### src/rtl/core/spq_pkg.sv
`timescale 1ns / 1ps

package spq_pkg;

	localparam int KEY_W = 12;
	localparam int NUM_W = 16;
	localparam int HND_W = 8;
	localparam int CNT_OUT_W = 7;

	typedef enum logic [1:0] {
		OP_ENQ  = 2'd0,
		OP_DEQ  = 2'd1,
		OP_PEEK = 2'd2,
		OP_NOP  = 2'd3
	} op_t;

	typedef enum logic [1:0] {
		ST_OK    = 2'd0,
		ST_FULL  = 2'd1,
		ST_EMPTY = 2'd2
	} status_t;

	typedef struct packed {
		logic [KEY_W-1:0] tko;
		logic [KEY_W-1:0] est;
		logic [NUM_W-1:0] num;
		logic [HND_W-1:0] hnd;
	} entry_t;

endpackage

### src/rtl/core/spq_cmd_if.sv
`timescale 1ns / 1ps

interface spq_cmd_if;
	logic                          valid;
	logic                          ready;
	spq_pkg::op_t                  op;
	logic [spq_pkg::KEY_W-1:0]     takeoff_time;
	logic [spq_pkg::KEY_W-1:0]     estimated_time;
	logic [spq_pkg::NUM_W-1:0]     flight_number;
	logic [spq_pkg::HND_W-1:0]     handle;

	modport source (
		output valid, op, takeoff_time, estimated_time, flight_number, handle,
		input  ready
	);
	modport sink (
		input  valid, op, takeoff_time, estimated_time, flight_number, handle,
		output ready
	);
endinterface

### src/rtl/core/spq_rsp_if.sv
`timescale 1ns / 1ps

interface spq_rsp_if;
	logic                          valid;
	logic                          ready;
	spq_pkg::status_t              status;
	logic [spq_pkg::HND_W-1:0]     out_handle;
	logic [spq_pkg::KEY_W-1:0]     out_key;
	logic [spq_pkg::NUM_W-1:0]     out_number;
	logic [spq_pkg::CNT_OUT_W-1:0] entry_count;

	modport source (
		output valid, status, out_handle, out_key, out_number, entry_count,
		input  ready
	);
	modport sink (
		input  valid, status, out_handle, out_key, out_number, entry_count,
		output ready
	);
endinterface

### src/rtl/core/spq_cfg_if.sv
`timescale 1ns / 1ps

interface spq_cfg_if;
	logic valid;
	logic ready;
	logic key_select;

	modport source (
		output valid, key_select,
		input  ready
	);
	modport sink (
		input  valid, key_select,
		output ready
	);
endinterface

### src/rtl/core/sorted_priority_queue.sv
`timescale 1ns / 1ps
// Stable sorted priority queue, up to DEPTH entries, ordered by (key, number).
// cmd: one beat per operation (enqueue, dequeue front, peek front, no-op).
// rsp: one beat per operation with status, front entry and entry count.
// cfg: one beat writes key_select (1 = takeoff time, 0 = estimated time).
// Entries live in one single-port-write memory used as a ring from a head
// pointer. An enqueue makes one forward pass: each entry is read, compared
// and written back one place later once the insertion point is passed.
// An enqueue pass does one memory read and one write per cycle; dequeue and
// peek read the front entry (S_FRD, S_FRONT), and no-op and rejected
// operations go straight to S_FIN. cmd.ready is high only between
// operations, so one operation is in flight at a time.
// rsp is a registered output: a stalled receiver holds the beat while the
// next cmd beat is taken and worked on; its result waits until rsp is free.
// cfg.ready is always high. Reset empties the queue and clears key_select;
// the memory is not cleared and needs no clearing pass.
module sorted_priority_queue #(
	parameter int DEPTH = 64
) (
	input logic         clk,
	input logic         arst_n,
	spq_cmd_if.sink     cmd,
	spq_rsp_if.source   rsp,
	spq_cfg_if.sink     cfg
);
	import spq_pkg::*;

	localparam int AW = (DEPTH > 1) ? $clog2(DEPTH) : 1;
	localparam int CW = $clog2(DEPTH + 1);

	typedef enum logic [2:0] {
		S_IDLE,
		S_ENQ,
		S_FRD,
		S_FRONT,
		S_FIN
	} state_t;

	typedef struct packed {
		status_t          status;
		logic [HND_W-1:0] hnd;
		logic [KEY_W-1:0] key;
		logic [NUM_W-1:0] num;
	} res_t;

	function automatic logic [AW-1:0] ptr_inc(input logic [AW-1:0] p);
		ptr_inc = (p == AW'(DEPTH - 1)) ? '0 : p + 1'b1;
	endfunction

	state_t           state_q;
	logic [CW-1:0]    occ_q;
	logic [AW-1:0]    head_q;
	logic [AW-1:0]    ra_q;
	logic [CW-1:0]    cnt_q;
	logic             ins_q;
	logic             key_select_q;
	op_t              op_q;
	entry_t           new_q;
	entry_t           carry_q;
	res_t             res_q;
	logic             rsp_valid_q;
	res_t             rsp_q;
	logic [CNT_OUT_W-1:0] rsp_cnt_q;

	logic             valid_s1;
	logic [AW-1:0]    wa_s1;
	entry_t           rd_data_s1;

	entry_t           mem [DEPTH];

	logic             mem_re;
	logic             mem_we;
	logic [AW-1:0]    mem_wa;
	entry_t           mem_wd;
	logic [KEY_W-1:0] e_key;
	logic [KEY_W-1:0] new_key;
	logic             goes_before;
	logic [31:0]      occ_ext;

	assign cmd.ready       = (state_q == S_IDLE);
	assign cfg.ready       = 1'b1;
	assign rsp.valid       = rsp_valid_q;
	assign rsp.status      = rsp_q.status;
	assign rsp.out_handle  = rsp_q.hnd;
	assign rsp.out_key     = rsp_q.key;
	assign rsp.out_number  = rsp_q.num;
	assign rsp.entry_count = rsp_cnt_q;

	assign occ_ext = 32'(occ_q);

	always_comb begin
		e_key       = key_select_q ? rd_data_s1.tko : rd_data_s1.est;
		new_key     = key_select_q ? new_q.tko : new_q.est;
		goes_before = (new_key < e_key) || ((new_key == e_key) && (new_q.num < rd_data_s1.num));
		mem_re      = 1'b0;
		mem_we      = 1'b0;
		mem_wa      = wa_s1;
		mem_wd      = new_q;
		case (state_q)
			S_ENQ: begin
				mem_re = (cnt_q != occ_q);
				if (valid_s1) begin
					if (ins_q) begin
						mem_we = 1'b1;
						mem_wd = carry_q;
					end else if (goes_before) begin
						mem_we = 1'b1;
					end
				end else if (cnt_q == occ_q) begin
					mem_we = 1'b1;
					mem_wa = ra_q;
					mem_wd = ins_q ? carry_q : new_q;
				end
			end
			S_FRD: mem_re = 1'b1;
			default: ;
		endcase
	end

	always_ff @(posedge clk) begin
		if (mem_we) begin
			mem[mem_wa] <= mem_wd;
		end
		if (mem_re) begin
			rd_data_s1 <= mem[ra_q];
		end
	end

	always_ff @(posedge clk or negedge arst_n) begin
		if (!arst_n) begin
			state_q      <= S_IDLE;
			occ_q        <= '0;
			head_q       <= '0;
			ra_q         <= '0;
			cnt_q        <= '0;
			ins_q        <= 1'b0;
			valid_s1     <= 1'b0;
			key_select_q <= 1'b0;
			rsp_valid_q  <= 1'b0;
		end else begin
			if (cfg.valid) begin
				key_select_q <= cfg.key_select;
			end
			if (rsp.ready && state_q != S_FIN) begin
				rsp_valid_q <= 1'b0;
			end
			case (state_q)
				S_IDLE: begin
					if (cmd.valid) begin
						op_q      <= cmd.op;
						new_q     <= '{tko: cmd.takeoff_time, est: cmd.estimated_time,
							num: cmd.flight_number, hnd: cmd.handle};
						ra_q      <= head_q;
						cnt_q     <= '0;
						ins_q     <= 1'b0;
						valid_s1  <= 1'b0;
						case (cmd.op)
							OP_ENQ: begin
								if (occ_q == CW'(DEPTH)) begin
									res_q   <= '{status: ST_FULL, hnd: '0, key: '0, num: '0};
									state_q <= S_FIN;
								end else begin
									res_q   <= '{status: ST_OK, hnd: '0, key: '0, num: '0};
									state_q <= S_ENQ;
								end
							end
							OP_DEQ, OP_PEEK: begin
								if (occ_q == '0) begin
									res_q   <= '{status: ST_EMPTY, hnd: '0, key: '0, num: '0};
									state_q <= S_FIN;
								end else begin
									res_q   <= '{status: ST_OK, hnd: '0, key: '0, num: '0};
									state_q <= S_FRD;
								end
							end
							default: begin
								res_q   <= '{status: ST_OK, hnd: '0, key: '0, num: '0};
								state_q <= S_FIN;
							end
						endcase
					end
				end
				S_ENQ: begin
					if (cnt_q != occ_q) begin
						ra_q     <= ptr_inc(ra_q);
						cnt_q    <= cnt_q + 1'b1;
						valid_s1 <= 1'b1;
						wa_s1    <= ra_q;
					end else begin
						valid_s1 <= 1'b0;
					end
					if (valid_s1) begin
						if (ins_q || goes_before) begin
							carry_q <= rd_data_s1;
							ins_q   <= 1'b1;
						end
					end else if (cnt_q == occ_q) begin
						occ_q   <= occ_q + 1'b1;
						state_q <= S_FIN;
					end
				end
				S_FRD: state_q <= S_FRONT;
				S_FRONT: begin
					res_q <= '{status: ST_OK, hnd: rd_data_s1.hnd,
						key: key_select_q ? rd_data_s1.tko : rd_data_s1.est,
						num: rd_data_s1.num};
					if (op_q == OP_DEQ) begin
						head_q <= ptr_inc(head_q);
						occ_q  <= occ_q - 1'b1;
					end
					state_q <= S_FIN;
				end
				S_FIN: begin
					if (!rsp_valid_q || rsp.ready) begin
						rsp_valid_q <= 1'b1;
						rsp_q       <= res_q;
						rsp_cnt_q   <= occ_ext[CNT_OUT_W-1:0];
						state_q     <= S_IDLE;
					end
				end
				default: state_q <= S_IDLE;
			endcase
		end
	end

	a_occ_bound: assert property (@(posedge clk) disable iff (!arst_n)
		occ_q <= CW'(DEPTH))
		else $error("entry count above depth");

	a_scan_bound: assert property (@(posedge clk) disable iff (!arst_n)
		(state_q == S_ENQ) |-> (cnt_q <= occ_q))
		else $error("insert pass ran past the entry count");

	a_deq_count: assert property (@(posedge clk) disable iff (!arst_n)
		(state_q == S_FRONT && op_q == OP_DEQ) |=> (occ_q == $past(occ_q) - 1'b1))
		else $error("dequeue did not drop the count by one");

	a_rsp_hold: assert property (@(posedge clk) disable iff (!arst_n)
		(state_q == S_FIN && rsp_valid_q && !rsp.ready) |=>
			(rsp_valid_q && $stable(rsp_q) && $stable(rsp_cnt_q)))
		else $error("result overwrote a stalled beat");

endmodule

### src/flat_wrapper.sv
// flat-port wrapper written by rule: the top's interface ports become plain ports
module sorted_priority_queue_flat import spq_pkg::*;
#(
	parameter int DEPTH = 64
)
  (clk, arst_n, cmd_valid, cmd_op, cmd_takeoff_time, cmd_estimated_time, cmd_flight_number, cmd_handle, cmd_ready, rsp_valid, rsp_status, rsp_out_handle, rsp_out_key, rsp_out_number, rsp_entry_count, rsp_ready, cfg_valid, cfg_key_select, cfg_ready);
  spq_cmd_if cmd_i ();
  spq_rsp_if rsp_i ();
  spq_cfg_if cfg_i ();
  input logic clk;
  input logic arst_n;
  input wire logic [$bits(cmd_i.valid)-1:0] cmd_valid;
  input wire logic [$bits(cmd_i.op)-1:0] cmd_op;
  input wire logic [$bits(cmd_i.takeoff_time)-1:0] cmd_takeoff_time;
  input wire logic [$bits(cmd_i.estimated_time)-1:0] cmd_estimated_time;
  input wire logic [$bits(cmd_i.flight_number)-1:0] cmd_flight_number;
  input wire logic [$bits(cmd_i.handle)-1:0] cmd_handle;
  output wire logic [$bits(cmd_i.ready)-1:0] cmd_ready;
  output wire logic [$bits(rsp_i.valid)-1:0] rsp_valid;
  output wire logic [$bits(rsp_i.status)-1:0] rsp_status;
  output wire logic [$bits(rsp_i.out_handle)-1:0] rsp_out_handle;
  output wire logic [$bits(rsp_i.out_key)-1:0] rsp_out_key;
  output wire logic [$bits(rsp_i.out_number)-1:0] rsp_out_number;
  output wire logic [$bits(rsp_i.entry_count)-1:0] rsp_entry_count;
  input wire logic [$bits(rsp_i.ready)-1:0] rsp_ready;
  input wire logic [$bits(cfg_i.valid)-1:0] cfg_valid;
  input wire logic [$bits(cfg_i.key_select)-1:0] cfg_key_select;
  output wire logic [$bits(cfg_i.ready)-1:0] cfg_ready;
  assign cmd_i.valid = cmd_valid;
  assign cmd_i.op = cmd_op;
  assign cmd_i.takeoff_time = cmd_takeoff_time;
  assign cmd_i.estimated_time = cmd_estimated_time;
  assign cmd_i.flight_number = cmd_flight_number;
  assign cmd_i.handle = cmd_handle;
  assign cmd_ready = cmd_i.ready;
  assign rsp_valid = rsp_i.valid;
  assign rsp_status = rsp_i.status;
  assign rsp_out_handle = rsp_i.out_handle;
  assign rsp_out_key = rsp_i.out_key;
  assign rsp_out_number = rsp_i.out_number;
  assign rsp_entry_count = rsp_i.entry_count;
  assign rsp_i.ready = rsp_ready;
  assign cfg_i.valid = cfg_valid;
  assign cfg_i.key_select = cfg_key_select;
  assign cfg_ready = cfg_i.ready;
  sorted_priority_queue #(.DEPTH(DEPTH)) u_core (.clk(clk), .arst_n(arst_n), .cmd(cmd_i), .rsp(rsp_i), .cfg(cfg_i));
endmodule
### config.mk
export PLATFORM = sky130hd
export DESIGN_NAME = sorted_priority_queue_flat
export DESIGN_NICKNAME = d
export VERILOG_FILES = /design/src/rtl/core/spq_pkg.sv /design/src/rtl/core/spq_cmd_if.sv /design/src/rtl/core/spq_rsp_if.sv /design/src/rtl/core/spq_cfg_if.sv /design/src/rtl/core/sorted_priority_queue.sv /design/src/flat_wrapper.sv
export SDC_FILE = /design/constraint.sdc
export NUM_CORES = 2
export LEC_CHECK = 0
export BUFFER_PORTS_ARGS = -buffer_cell sky130_fd_sc_hd__buf_2
export CORE_ASPECT_RATIO = 1.75
export CORE_UTILIZATION = 55
export CTS_CLUSTER_DIAMETER = 60
export CTS_CLUSTER_SIZE = 12
export DETAILED_ROUTE_END_ITERATION = 8
export MAX_ROUTING_LAYER = met4
export PLACE_DENSITY_LB_ADDON = 0.1
export SLEW_MARGIN = 10
export SYNTH_ARGS = -nofsm -noshare
export SYNTH_HDL_FRONTEND = slang
export SYNTH_SLANG_ARGS = --single-unit
### constraint.sdc
create_clock -name clk -period 15.3 [get_ports clk]
set_input_delay 0.765 -clock clk [delete_from_list [all_inputs] [get_ports clk]]
set_output_delay 0.765 -clock clk [all_outputs]
set_load 0.01 [all_outputs]
==> results.json <==
{
  "clock_latency_ns": 0.88,
  "worst-setup-path-type": "flip-flop to flip-flop",
  "power_density_nw_per_um2": 170,
  "grt.overflow.total": 0,
  "worst-path-max-fanout": 26,
  "finalSetupViolCount": 0,
  "start_kind": "flip-flop",
  "root_buffer": "clkbuf_16",
  "status": "complete, no violations",
  "rsz0062_at_grt": "false",
  "clock_sinks": 3340,
  "tightest_slew_ns": 1.24,
  "synthFlopType": "edfxtp_1",
  "synth.most_common_cell": "edfxtp_1",
  "grt_pass1_wl_um": 497000,
  "grt_pass1_vias": 61400,
  "rows": 234,
  "start_util_pct": 55.3,
  "synth_area_leaders": "edfxtp_1, mux4_2, mux2i_1",
  "area_growth_pct": 10.9,
  "slew_violations": 0,
  "setup_tns_ns": 0,
  "cpLargestDelayFamily": "compound AO/OA/AOI/OAI gates",
  "cts_buffer_depth": 4,
  "fin_crit_ns": 6.30,
  "fin_worst_skew_ns": 0.0466,
  "grt_max_degree": 118,
  "crit_slowest_cell": "a21oi_4",
  "min_period_over_period_pct": 41.1,
  "vias_per_cell": 6.80,
  "dr.pass1.iters": 6,
  "hold_viol_final": 0,
  "route.detailed.drc": 0,
  "swShare_pct": 30.2,
  "final-seq-area_um2": 100000,
  "maxSlewHeadroom_pct": 17.3,
  "pin_count": 104,
  "synth_nets": 5620,
  "cts.clk_slew.worst_paths_ns": 0.06,
  "p_sw_w": 0.00728,
  "synth.distinct_cells": 60,
  "die_h_um": 641,
  "first_iter_violations": 7860,
  "fillers": 16000,
  "end_kind": "flip-flop",
  "ys_ff_latch": 3340,
  "hold_path_class": "primary input to flip-flop",
  "core_um2": 232000,
  "yosysTopAreaCellShare_pct": 77.5,
  "crit_chain": "mux2_2 -> ha_1 -> nand4_1 -> or3_1 -> a21o_1 -> a2111oi_2 -> buf_4 -> o211ai_1 -> buf_4 -> buf_4 -> a21oi_4 -> buf_4",
  "hold_slack_ns": 0.0594,
  "yosysTopAreaCell": "edfxtp_1",
  "leakagePower_nw": 43.5,
  "gp_congestion": 0.922,
  "arrival_ns": 6.78,
  "h-tree-depth": 5,
  "syn_inst": 5526,
  "cts_tree": "yes",
  "ir_drop_uv": 126,
  "synth_common_cells": "edfxtp_1, mux4_2, a21oi_1",
  "crit_path_frequent_cell": "buf_4",
  "ant_nets": 0,
  "post_cts_buffers": 0,
  "cap_violations": 0,
  "finalInstanceArea_um2": 142000,
  "max_freq_mhz": 159,
  "dpl_cell_area_um2": 134000,
  "cp_num_buf_inv": 4,
  "dp_hpwl_um": 219000,
  "yosys_warnings": 0,
  "avgRoutedWirePerCell_um": 40.1,
  "syn_area_per_cell_um2": 23.2,
  "synth_edf_count": 3307,
  "fin_nets": 5956,
  "power_w": 0.0241,
  "place.port_buffers": 102,
  "synth_seq_area_share_pct": 78.1,
  "crit_required_ns": 15.78,
  "cts_made_buffers": 321,
  "intPower_w": 0.0168,
  "die_x_um": 367,
  "grt_antenna_before_repair": 29,
  "multiInputGateArea_um2": 27300,
  "die_area_um2": 235000,
  "clock_power_share_pct": 29.3,
  "synth.cell_area_um2": 128000,
  "drive_above_1_share_pct": 28.5,
  "via_count": 61100,
  "async_flop_share_pct": 0.988,
  "track_usage_pct": 31.9,
  "p_comb_share_pct": 25.6,
  "routed_wl_um": 360000,
  "max_stage_delay_ns": 0.99,
  "pwr-share-seq_pct": 45.1
}
[cell usage in the layout, fill, tap and decap left out, types with 68 or more instances in the layout]
cell | Yosys | routed
nor2_1 | 86 | 79
a21oi_1 | 166 | 102
nor2b_1 | 68 | 68
edfxtp_1 | 3307 | 3307
mux4_2 | 866 | 866
nand2_1 | 85 | 82
buf_4 | 37 | 196
clkbuf_16 | 0 | 331
mux2i_1 | 126 | 123
a211oi_1 | 85 | 85
buf_2 | 90 | 102
[worst reg2reg max path, stage by stage, from the launching register on]
cell and delay [ns]:
dfrtp_2 0.87, mux2_2 0.44, ha_1 0.39, nand4_1 0.25, or3_1 0.56, a21o_1 0.22, a2111oi_2 0.43, buf_4 0.24
o211ai_1 0.09, buf_4 0.29, buf_4 0.40, a21oi_4 1.04, buf_4 0.62
[cell families (layout without fill, tap and decap cells)]
kind of cell / count (synthesis) / in the layout / synth area share, %
AND/OR/NAND/NOR: 324 / 324 / 1.26
buffers and inverters: 323 / 706 / 1.25
AO/OA/AOI/OAI: 412 / 412 / 2.00
flip-flops: 3340 / 3340 / 78.1
other: 1 / 14 / 0.00293
multiplexers: 1065 / 1065 / 16.8
XOR/XNOR: 23 / 23 / 0.157
adder cells (fa/ha/maj): 38 / 38 / 0.377
[layer usage]
metal	track usage (%)	vias up	wire, um
met4	13.2	0	17200
met1	39.3	33400	128000
met2	52.2	3113	184000
met5	-	-	0
met3	6.12	659	30600
li1	-	24000	-
[sequential cells by signal (all words and copies together) (netlist names)]
register,count
u_core.wa_s1,6
u_core.ins_q,1
u_core.rsp.out_number,16
u_core.rsp.entry_count,7
u_core.valid_s1,1
u_core.occ_q,7
u_core.rsp.out_key,12
u_core.carry_q,48
u_core.rsp.status,2
u_core.state_q,3
u_core.op_q,2
u_core.res_q,38
u_core.key_select_q,1
u_core.cnt_q,7
u_core.head_q,6
u_core.rsp.valid,1
u_core.mem,3072
u_core.rsp.out_handle,8
u_core.ra_q,6
u_core.rd_data_s1,48
u_core.new_q,48
[layout make-up]
| class | instances | area share (%) |
|---|---|---|
| multi-input cells | 1863 | 19.2 |
| clock buffers | 357 | 5.90 |
| flip-flops and latches | 3340 | 70.5 |
| diodes | 13 | 0.0229 |
| inverters | 29 | 0.0766 |
| repair buffers | 307 | 1.51 |
| well taps | 3068 | 2.70 |
| clock inverters | 13 | 0.104 |
[path summary, 6_finish.rpt]
| kind | startpoint | to | slack [ns] | depth (start not counted) |
|---|---|---|---|---|
| max reg2reg | u_core.key_select_q | u_core.mem[39][43] | 9.00 | 12 |
| min | cmd_handle[3] | u_core.new_q[3] | 0.06 | 1 |
| min in group asynchronous | arst_n | u_core.occ_q[0] | 0.50 | 3 |
| min reg2reg | u_core.res_q[23] | u_core.rsp.out_key[7] | 0.42 | 0 |
| max | u_core.key_select_q | u_core.mem[39][43] | 9.00 | 12 |
| max in group asynchronous | arst_n | u_core.ra_q[5] | 14.37 | 3 |
[power groups by stage]
stage               sequential [W]  clock (W)  combinational [W]
global route                0.0109    0.00743            0.00637
finish                      0.0109    0.00705            0.00617
global placement            0.0111          0            0.00617
CTS                         0.0109    0.00714            0.00622
floorplan                   0.0109          0            0.00379
detailed placement          0.0111          0            0.00621
[timing repair]
item | CTS | global route
hold endpoints to repair | 33 | 0
setup endpoints to repair | 0 | 0
resized for setup | 0 | 0
hold buffers | 1 | 0
[per-stage QoR]
stage / instances / setup slack (ns) / util (%)
final: 8990 / 9.00 / 61.3
after detailed placement: 8606 / 9.15 / 57.6
after global routing: 8989 / 8.93 / 61.3
after global placement: 8606 / 9.20 / 57.6
after floorplan: 5526 / 9.35 / -
after CTS: 8977 / 9.10 / 61.3
(Power assumes the default switching activity.)
